==> config.mk <==
export PLATFORM = sky130hd
export DESIGN_NAME = radius_packet_validator
export DESIGN_NICKNAME = d
export VERILOG_FILES = /design/src/hw/rtl/rpv_pkg.sv /design/src/hw/rtl/rpv_walker.sv /design/src/hw/rtl/radius_packet_validator.sv
export SDC_FILE = /design/constraint.sdc
export NUM_CORES = 1
export LEC_CHECK = 0
export BUFFER_PORTS_ARGS = -buffer_cell sky130_fd_sc_hd__buf_4
export CORE_AREA = 2 2 119 109
export DETAILED_ROUTE_END_ITERATION = 10
export DIE_AREA = 0 0 121 111
export PLACE_DENSITY_LB_ADDON = 0.12
export SYNTH_ARGS = -nofsm -noshare
export SYNTH_HDL_FRONTEND = slang
export SYNTH_SLANG_ARGS = --single-unit
export TNS_END_PERCENT = 100
==> constraint.sdc <==
create_clock -name clk_i -period 3.1 [get_ports clk_i]
set_input_delay 0.31 -clock clk_i [delete_from_list [all_inputs] [get_ports clk_i]]
set_output_delay 0.31 -clock clk_i [all_outputs]
set_load 0.01 [all_outputs]
==> src/hw/rtl/rpv_pkg.sv <==
`timescale 1ns / 1ps
package rpv_pkg;

  localparam int unsigned HEADER_BYTES = 20;
  localparam int unsigned OFF_W        = 13;
  localparam int unsigned LEN_W        = 16;
  localparam int unsigned RLEN_W       = 12;
  localparam int unsigned MIN_ATTR_LEN = 2;

  typedef enum logic [2:0] {
    ST_OK         = 3'd0,
    ST_SHORT      = 3'd1,
    ST_MISMATCH   = 3'd2,
    ST_TYPE_ZERO  = 3'd3,
    ST_ATTR_SHORT = 3'd4,
    ST_NOT_FILLED = 3'd5
  } status_e;

  // Packed from the top down: status lands in the lowest bits.
  typedef struct packed {
    logic [RLEN_W-1:0] received_length;
    logic [LEN_W-1:0]  header_length;
    logic [7:0]        packet_ident;
    logic [7:0]        packet_code;
    status_e           status;
  } result_t;

endpackage

==> src/hw/rtl/rpv_walker.sv <==
`timescale 1ns / 1ps
module rpv_walker import rpv_pkg::*; #(
  parameter int unsigned BUFFER_BYTES = 2048
) (
  input  logic       clk_i,
  input  logic       rst_ni,
  input  logic       take_i,
  input  logic [7:0] byte_i,
  input  logic       last_i,
  output result_t    result_o
);

  localparam int unsigned CNT_W = $clog2(BUFFER_BYTES + 1);

  logic [CNT_W-1:0] cnt_q, cnt_d;
  logic [7:0]       code_q, code_d;
  logic [7:0]       ident_q, ident_d;
  logic [LEN_W-1:0] len_q, len_d;
  logic [OFF_W-1:0] off_q, off_d;
  logic             exp_len_q, exp_len_d;
  status_e          werr_q, werr_d;
  status_e          status;

  always_comb begin
    cnt_d     = cnt_q;
    code_d    = code_q;
    ident_d   = ident_q;
    len_d     = len_q;
    off_d     = off_q;
    exp_len_d = exp_len_q;
    werr_d    = werr_q;
    // drop bytes past the buffer
    if (cnt_q < CNT_W'(BUFFER_BYTES)) begin
      if (cnt_q == CNT_W'(0)) begin
        code_d = byte_i;
      end else if (cnt_q == CNT_W'(1)) begin
        ident_d = byte_i;
      end else if (cnt_q == CNT_W'(2)) begin
        len_d = {byte_i, len_q[7:0]};
      end else if (cnt_q == CNT_W'(3)) begin
        len_d = {len_q[LEN_W-1:8], byte_i};
      end
      if (cnt_q >= CNT_W'(HEADER_BYTES) && werr_q == ST_OK) begin
        if (exp_len_q) begin
          exp_len_d = 1'b0;
          if (byte_i < 8'(MIN_ATTR_LEN)) begin
            werr_d = ST_ATTR_SHORT;
          end else begin
            off_d = off_q + OFF_W'(byte_i);
          end
        end else if (OFF_W'(cnt_q) == off_q) begin
          if (byte_i == 8'd0) begin
            werr_d = ST_TYPE_ZERO;
          end else begin
            exp_len_d = 1'b1;
          end
        end
      end
      cnt_d = cnt_q + CNT_W'(1);
    end
  end

  always_comb begin
    priority if (cnt_d < CNT_W'(HEADER_BYTES)) begin
      status = ST_SHORT;
    end else if (len_d != LEN_W'(cnt_d)) begin
      status = ST_MISMATCH;
    end else if (werr_d != ST_OK) begin
      status = werr_d;
    end else if (exp_len_d) begin
      status = ST_ATTR_SHORT;
    end else if (off_d != OFF_W'(cnt_d)) begin
      status = ST_NOT_FILLED;
    end else begin
      status = ST_OK;
    end
  end

  assign result_o.status          = status;
  assign result_o.packet_code     = code_d;
  assign result_o.packet_ident    = ident_d;
  assign result_o.header_length   = len_d;
  assign result_o.received_length = RLEN_W'(cnt_d);

  always_ff @(posedge clk_i or negedge rst_ni) begin
    if (!rst_ni) begin
      cnt_q     <= '0;
      code_q    <= '0;
      ident_q   <= '0;
      len_q     <= '0;
      off_q     <= OFF_W'(HEADER_BYTES);
      exp_len_q <= 1'b0;
      werr_q    <= ST_OK;
    end else if (take_i) begin
      if (last_i) begin
        // clear for the next datagram
        cnt_q     <= '0;
        code_q    <= '0;
        ident_q   <= '0;
        len_q     <= '0;
        off_q     <= OFF_W'(HEADER_BYTES);
        exp_len_q <= 1'b0;
        werr_q    <= ST_OK;
      end else begin
        cnt_q     <= cnt_d;
        code_q    <= code_d;
        ident_q   <= ident_d;
        len_q     <= len_d;
        off_q     <= off_d;
        exp_len_q <= exp_len_d;
        werr_q    <= werr_d;
      end
    end
  end

endmodule

==> src/hw/rtl/radius_packet_validator.sv <==
`timescale 1ns / 1ps
// RADIUS datagram validator.
// Slave stream: one datagram byte per item in s_axis_tdata, s_axis_tlast on
// the final byte. Master stream: one result item per datagram, sent for the
// item that carried tlast: status, code, identifier, header length field and
// the number of bytes kept (at most BUFFER_BYTES, later bytes are dropped).
// A last byte accepted from s_axis passes the input register, then the result
// register, before its result shows on m_axis. Throughput: one byte per cycle
// while no last byte waits on the result register; the attribute walk is a
// compare and an add per byte on the state held in the walker.
// Reset clears the walker to an empty datagram and empties both registers.
// When the receiver stalls the result holds; bytes that are not last keep
// flowing, and a last byte waits in the input register until the result
// register frees, so s_axis_tready drops only then.
module radius_packet_validator import rpv_pkg::*; #(
  parameter int unsigned BUFFER_BYTES = 2048
) (
  input  logic        clk_i,
  input  logic        rst_ni,
  input  logic        s_axis_tvalid,
  output logic        s_axis_tready,
  input  logic [7:0]  s_axis_tdata,   // data_byte[7:0]
  input  logic        s_axis_tlast,   // last_byte
  output logic        m_axis_tvalid,
  input  logic        m_axis_tready,
  output logic [47:0] m_axis_tdata    // status[2:0], packet_code[10:3],
                                      // packet_ident[18:11], header_length[34:19],
                                      // received_length[46:35], zero[47]
);

  logic       in_valid_q;
  logic [7:0] in_byte_q;
  logic       in_last_q;
  logic       out_valid_q;
  result_t    out_res_q;
  result_t    walk_res;
  logic       res_ready;
  logic       advance;

  assign res_ready     = !out_valid_q || m_axis_tready;
  assign advance       = in_valid_q && (!in_last_q || res_ready);
  assign s_axis_tready = !in_valid_q || advance;

  rpv_walker #(
    .BUFFER_BYTES(BUFFER_BYTES)
  ) u_walker (
    .clk_i   (clk_i),
    .rst_ni  (rst_ni),
    .take_i  (advance),
    .byte_i  (in_byte_q),
    .last_i  (in_last_q),
    .result_o(walk_res)
  );

  always_ff @(posedge clk_i or negedge rst_ni) begin
    if (!rst_ni) begin
      in_valid_q <= 1'b0;
    end else if (s_axis_tready) begin
      in_valid_q <= s_axis_tvalid;
    end
  end

  always_ff @(posedge clk_i) begin
    if (s_axis_tready && s_axis_tvalid) begin
      in_byte_q <= s_axis_tdata;
      in_last_q <= s_axis_tlast;
    end
  end

  always_ff @(posedge clk_i or negedge rst_ni) begin
    if (!rst_ni) begin
      out_valid_q <= 1'b0;
    end else if (res_ready) begin
      out_valid_q <= advance && in_last_q;
    end
  end

  always_ff @(posedge clk_i) begin
    if (res_ready && advance && in_last_q) begin
      out_res_q <= walk_res;
    end
  end

  assign m_axis_tvalid = out_valid_q;
  assign m_axis_tdata  = {1'b0, out_res_q};

endmodule

* Word-level counts from Yosys, hierarchy flattened
Index checks and enable logic that the tools add are counted.
Word-level totals: register bits after elaboration 119, bits of input ports 13
Cells by class: $add $sub $neg 2, $lt $le $gt $ge 4, equal/unequal tests 6, muxes and demuxes 37, reduce and logical (&&, ||, !) cells 17
Operators by type and width (count):
- 2-to-1 mux 16 bit | 5
- 2-to-1 mux 13 bit | 5
- 2-to-1 mux 8 bit | 8
- 2-to-1 mux 3 bit | 10
- equality test 12 x 2 -> 1 bit (second input constant) | 2
- 2-to-1 mux 12 bit | 2
- != test 16 x 12 -> 1 bit | 1
- adder 13 x 8 -> 13 bit | 1
- equality test 12 x 13 -> 1 bit | 1
- != test 13 x 12 -> 1 bit | 1
- adder 12 x 1 -> 12 bit (second input constant) | 1
- equality test 12 x 1 -> 1 bit (second input constant) | 1
- >= comparator 12 x 5 -> 1 bit (second input constant) | 1
- logical NOT 12 bit | 1
- < comparator 12 bit (second input constant) | 1
- < comparator 12 x 5 -> 1 bit (second input constant) | 1
- logical NOT 8 bit | 1
- < comparator 8 x 2 -> 1 bit (second input constant) | 1
- logical AND 1 bit | 6
- 2-to-1 mux 1 bit | 6
- logical NOT 1 bit | 3
- logical NOT 3 bit | 1
- logical OR 1 bit | 3
- nonzero test 3 bit | 1
- other kinds (2) | 2

* Longest topological paths before layout
word-level depth 10, depth in mapped cells 12, gate-level depth less buffers 12

* Hierarchy
Synthesis repeated with hierarchy kept, for this count alone.
Second synthesis, totals: cell total of the unflattened synthesis 577, area, all modules 6354.8 µm²
Modules (own cells, without submodules):
- rpv_walker | times used 1, cells each 509, area an instance 4555.6 µm², seq. area each 1529.0 µm²
- radius_packet_validator | times used 1, cells each 68, area an instance 1799.2 µm², seq. area each 1731.7 µm²

* Worst setup path before layout
Ideal clock, no wire load.
path kind reg-to-reg, from register u_walker.off_q[0], to register out_res_q, in the netlist m_axis_tdata[0] (data pin), arrival 2.740 ns, data required time 2.846 ns, slack 0.106 ns, cell stages (with the launch flop) 13, buffers on the path 0, clock period less this slack 2.994 ns, path through dfrtp_1 -> ha_1 -> inv_1 -> fa_1 -> nor2b_1 -> o211ai_1 -> a32oi_1 -> nor2_1 -> nor4_1 -> nand4_1 -> and4b_1 -> o31ai_2 -> a21o_1
On the way: longest elaborated chain between the ends 10, elaborated cells between the ends (all ways) 20
Ends and longest elaborated chain:
- start, declared | RTL line rpv_walker.sv:19 | logic [OFF_W-1:0] off_q, off_d;
- start signal, assigned | RTL line rpv_walker.sv:91 | off_q <= OFF_W'(HEADER_BYTES);
- start signal, assigned | RTL line rpv_walker.sv:101 | off_q <= OFF_W'(HEADER_BYTES);
- adder 13 x 8 -> 13 bit | RTL line rpv_walker.sv:49 | off_d = off_q + OFF_W'(byte_i);
- 2-to-1 mux 13 bit | RTL line rpv_walker.sv:46 | if (byte_i < 8'(MIN_ATTR_LEN)) begin
- 2-to-1 mux 13 bit | RTL line rpv_walker.sv:44 | if (exp_len_q) begin
- 2-to-1 mux 13 bit | RTL line rpv_walker.sv:43 | if (cnt_q >= CNT_W'(HEADER_BYTES) && werr_q == ST_OK) begin
- 2-to-1 mux 13 bit | RTL line rpv_walker.sv:33 | if (cnt_q < CNT_W'(BUFFER_BYTES)) begin
- != test 13 x 12 -> 1 bit | RTL line rpv_walker.sv:72 | end else if (off_d != OFF_W'(cnt_d)) begin
- 2-to-1 mux 3 bit | RTL line rpv_walker.sv:72
- 2-to-1 mux 3 bit | RTL line rpv_walker.sv:70 | end else if (exp_len_d) begin
- 2-to-1 mux 3 bit * | RTL line rpv_walker.sv:68 | end else if (werr_d != ST_OK) begin
- 2-to-1 mux 2 bit * | RTL line rpv_walker.sv:66 | end else if (len_d != LEN_W'(cnt_d)) begin
- end signal, assigned | RTL line radius_packet_validator.sv:80 | out_res_q <= walk_res;
- end, declared | RTL line radius_packet_validator.sv:35 | result_t out_res_q;
Every way passes the cells marked *; elsewhere a longest branch is shown, timed or not. A chain may end at the register's enable or synchronous reset.

* Worst setup path after layout
from register in_byte_q[6], to register out_res_q, in the netlist m_axis_tdata[0] (data pin)
On the way: longest elaborated chain between the ends 10, elaborated cells between the ends (all ways) 30
Ends and longest elaborated chain:
- start, declared | RTL line radius_packet_validator.sv:32 | logic [7:0] in_byte_q;
- start signal, assigned | RTL line radius_packet_validator.sv:65 | in_byte_q <= s_axis_tdata;
- adder 13 x 8 -> 13 bit / < comparator 8 x 2 -> 1 bit (equally long branches) | RTL line rpv_walker.sv:49, rpv_walker.sv:46
- 2-to-1 mux 13 bit | RTL line rpv_walker.sv:46
- 2-to-1 mux 13 bit | RTL line rpv_walker.sv:44
- 2-to-1 mux 13 bit | RTL line rpv_walker.sv:43
- 2-to-1 mux 13 bit | RTL line rpv_walker.sv:33
- != test 13 x 12 -> 1 bit | RTL line rpv_walker.sv:72
- 2-to-1 mux 3 bit | RTL line rpv_walker.sv:72
- 2-to-1 mux 3 bit | RTL line rpv_walker.sv:70
- 2-to-1 mux 3 bit | RTL line rpv_walker.sv:68
- 2-to-1 mux 2 bit * | RTL line rpv_walker.sv:66
Marks and branches as above.

==> impl_metrics.yaml <==
logic_synthesis:
  yosysWarnings: 0
  dominantRegCellSynth: "dfrtp_1"
  synth_common_cells: "61 x dfrtp_1, 61 x nand2_1, 56 x edfxtp_1"
  yosys_register_bits: 119
  synth_edf_count: 56
  yosysTopAreaCell: "edfxtp_1"
  avgSynthCellArea_um2: 10.55
  synth_top_area_frac: 0.2610
  netlist_top_cells_area: "edfxtp_1 26%, dfrtp_1 24%, o21ai_0 4.0%"
  synth_area_um2: 6444
  ys_types: 70
  netlist_instances: 611
  yosysSeqAreaShare: 0.5060
  synth_nets: 637
  synthArstFlopShare: 0.5294
die:
  initial_core_util: 0.5219
  rows: 39
  io_pins: 63
  core_um2: 12350
  die_h_um: 111
  dieArea_um2: 13430
  die_w_um: 121
grt:
  grt_pass1_vias: 5162
  grt_use_met3: 0.07922
  gr-max-usage-layer: "met2"
  gr-total-overflow: 0
  grt_antenna_before_repair: 0
  grt_pass1_wl_mm: 28.81
  grt_util_met1: 0.4054
  grt_use_met2: 0.4225
  grtUsageTotal: 0.2858
  grt_max_degree: 64
setup_path:
  crit_path_max_fanout: 9
  cpMaxStageDelayCell: "or4_4"
  path_cells: "or4_4 > or4_4 > and3_4 > or3_4 > a22oi_2 > and4b_1 > o31ai_2 > a21o_1"
  worst-setup-path-type: "flop to flop"
  cp_common_cell: "or4_4"
  worstPathArrival_ps: 3200
  endpoint_kind: "flop"
  worstSetupStartpointType: "flop"
  cp.required_ps: 3280
  slowest_delay_ps: 550
detailed_routing:
  drt_iter0_drc: 474
  drc: 0
  ant_nets: 0
  firstDrtPassIters: 5
  drt-wirelength-per-cell_um: 20.24
  routed_via_density: 5.872
  wirelength_mm: 18.05
  vias: 5238
timing:
  max_freq_mhz: 330.9
  slew-limit-headroom: 0.4148
  worstMarginPinSlew_ps: 877.8
  hold_slack_ps: -19.89
  rsz0062_at_grt: "yes"
  finalClockSkew_ps: 9.771
  tns_ps: 0
  timing.final.crit_period_ps: 3022
  setup_viol_count_final: 0
  final_max_slew_viol_count: 0
  final_hold_viol_count: 14
  min_period_over_period: 0.9749
cells_and_area:
  drive_gt1_frac: 0.2940
  syn_to_final_growth_pct: 26.00
  nFillCells: 994
  nNetsFinal: 741
  utilization: 0.6576
  antenna_cells: 0
cts:
  cts_sinks: 119
  cts_buffers: 17
  clockBufferDepth: 2
  path_clk_slew_ps: 50
  clock_latency_ps: 430
  cts_tree: "built"
  root_buffer: "clkbuf_16"
  htreeDepth: 4
power:
  p_per_area_nw_per_um2: 654.1
  ir_drop_v: 0.0004840
  p_leak_nw: 3.530
placed_design:
  place_hpwl_mm: 12.72
  port-buffer-count: 61
  gp_congestion: 0.8860
worst_hold_path:
  hp-class: "primary input to asynchronous set/reset pin"
run:
  drv_cap: 0
status:
  status: "finished with violations"
  violations: "negative hold slack"
## cells by family (layout without fill, tap and decap cells)
kind of cell	after synthesis	after routing	synth area share
buf+inv	71	187	0.04582
compound gates	152	152	0.1627
xor+xnor	45	45	0.06447
other cells	1	1	0.0005820
flops	119	119	0.5060
simple gates	175	176	0.1353
mux	35	35	0.05864
fa+ha+maj	13	13	0.02641
## metal layers
layer | vias to the layer above | part of all wire | routed length, um
met4 | 0 | 0.026 | 469
met2 | 207 | 0.45 | 8198
met1 | 2561 | 0.46 | 8288
met3 | 31 | 0.061 | 1095
met5 | - | 0 | 0
li1 | 2439 | - | -
## report_power, final
| part | internal [W] | total, W | switching (W) |
|---|---|---|---|
| registers | 0.00183 | 0.00196 | 0.000131 |
| clock network | 0.00122 | 0.00194 | 0.000728 |
| logic | 0.000640 | 0.00141 | 0.000766 |
| total | 0.00368 | 0.00531 | 0.00163 |
## layout make-up
cell class                      instances  area (um^2)  area share
Inverter                               34        127.6     0.01572
Tap cell                              164        205.2     0.02527
Sequential cell                       119         3262      0.4018
Multi-Input combinational cell        422         3022      0.3722
Clock buffer                           19        452.9     0.05579
Clock inverter                         13        128.9     0.01587
Timing Repair Buffer                  121        920.9      0.1134
## layout by cell type (no fill, tap or decap), types with 22 or more instances in the layout
| cell type | netlist | layout |
|---|---|---|
| dfrtp_1 | 61 | 60 |
| xnor2_1 | 27 | 26 |
| nand2_1 | 61 | 61 |
| inv_1 | 34 | 33 |
| nor2_1 | 31 | 30 |
| buf_4 | 2 | 120 |
| mux2_2 | 22 | 22 |
| o21ai_0 | 52 | 48 |
| edfxtp_1 | 56 | 56 |
| a22o_1 | 23 | 23 |
## stage by stage
| stage | std cells | instance area [um^2] | worst slack, ps | power (W) | hold WS (ps) |
|---|---|---|---|---|---|
| floorplan | 611 | 6444 | 106.4 | 0.002807 | 14.41 |
| global placement | 857 | 7390 | -2.182 | 0.003276 | 463.5 |
| detailed placement | 857 | 7390 | -11.70 | 0.003287 | 475.1 |
| CTS | 890 | 7991 | 8.304 | 0.005240 | 34.10 |
| global route | 892 | 8119 | -14.18 | 0.005557 | 44.09 |
| finish | 892 | 8119 | 77.90 | 0.005311 | -19.89 |
## critical path: cells and delay by family, from the launching register on
| family | cells | cell delay (ps) |
|---|---|---|
| and+or+nand+nor | 5 | 1930 |
| AOI/OAI and AO/OA | 3 | 450 |
| DFF | 1 | 390 |
## flip-flops by register name, indices dropped and copies added (netlist names)
| name | count |
|---|---|
| m_axis_tvalid | 1 |
| u_walker.len_q | 16 |
| u_walker.code_q | 8 |
| in_valid_q | 1 |
| u_walker.cnt_q | 12 |
| u_walker.werr_q | 3 |
| in_last_q | 1 |
| m_axis_tdata | 47 |
| u_walker.exp_len_q | 1 |
| u_walker.off_q | 13 |
| in_byte_q | 8 |
| u_walker.ident_q | 8 |
## path summary, 6_finish.rpt
path | startpoint | to | slack [ps] | cells after the start
max in group asynchronous | rst_ni | u_walker.cnt_q[0] | 2470 | 1
min in group clk_i | s_axis_tdata[0] | in_byte_q[0] | 60 | 1
worst max register to register | in_byte_q[6] | m_axis_tdata[0] | 80 | 8
worst max-delay path | in_byte_q[6] | m_axis_tdata[0] | 80 | 8
worst min-delay path | rst_ni | u_walker.len_q[8] | -20 | 1
worst min register to register | u_walker.len_q[6] | u_walker.len_q[6] | 500 | 2
## what timing repair did
action | 4_1_cts | 5_1_grt
cloned | 0 | 1
hold buffers | 0 | 0
endpoints found under the setup margin | 1 | 3
setup buffers | 1 | 1
resized for setup | 3 | 24
pin swaps | 1 | 9
No activity file was read; power rests on OpenSTA's default activity.
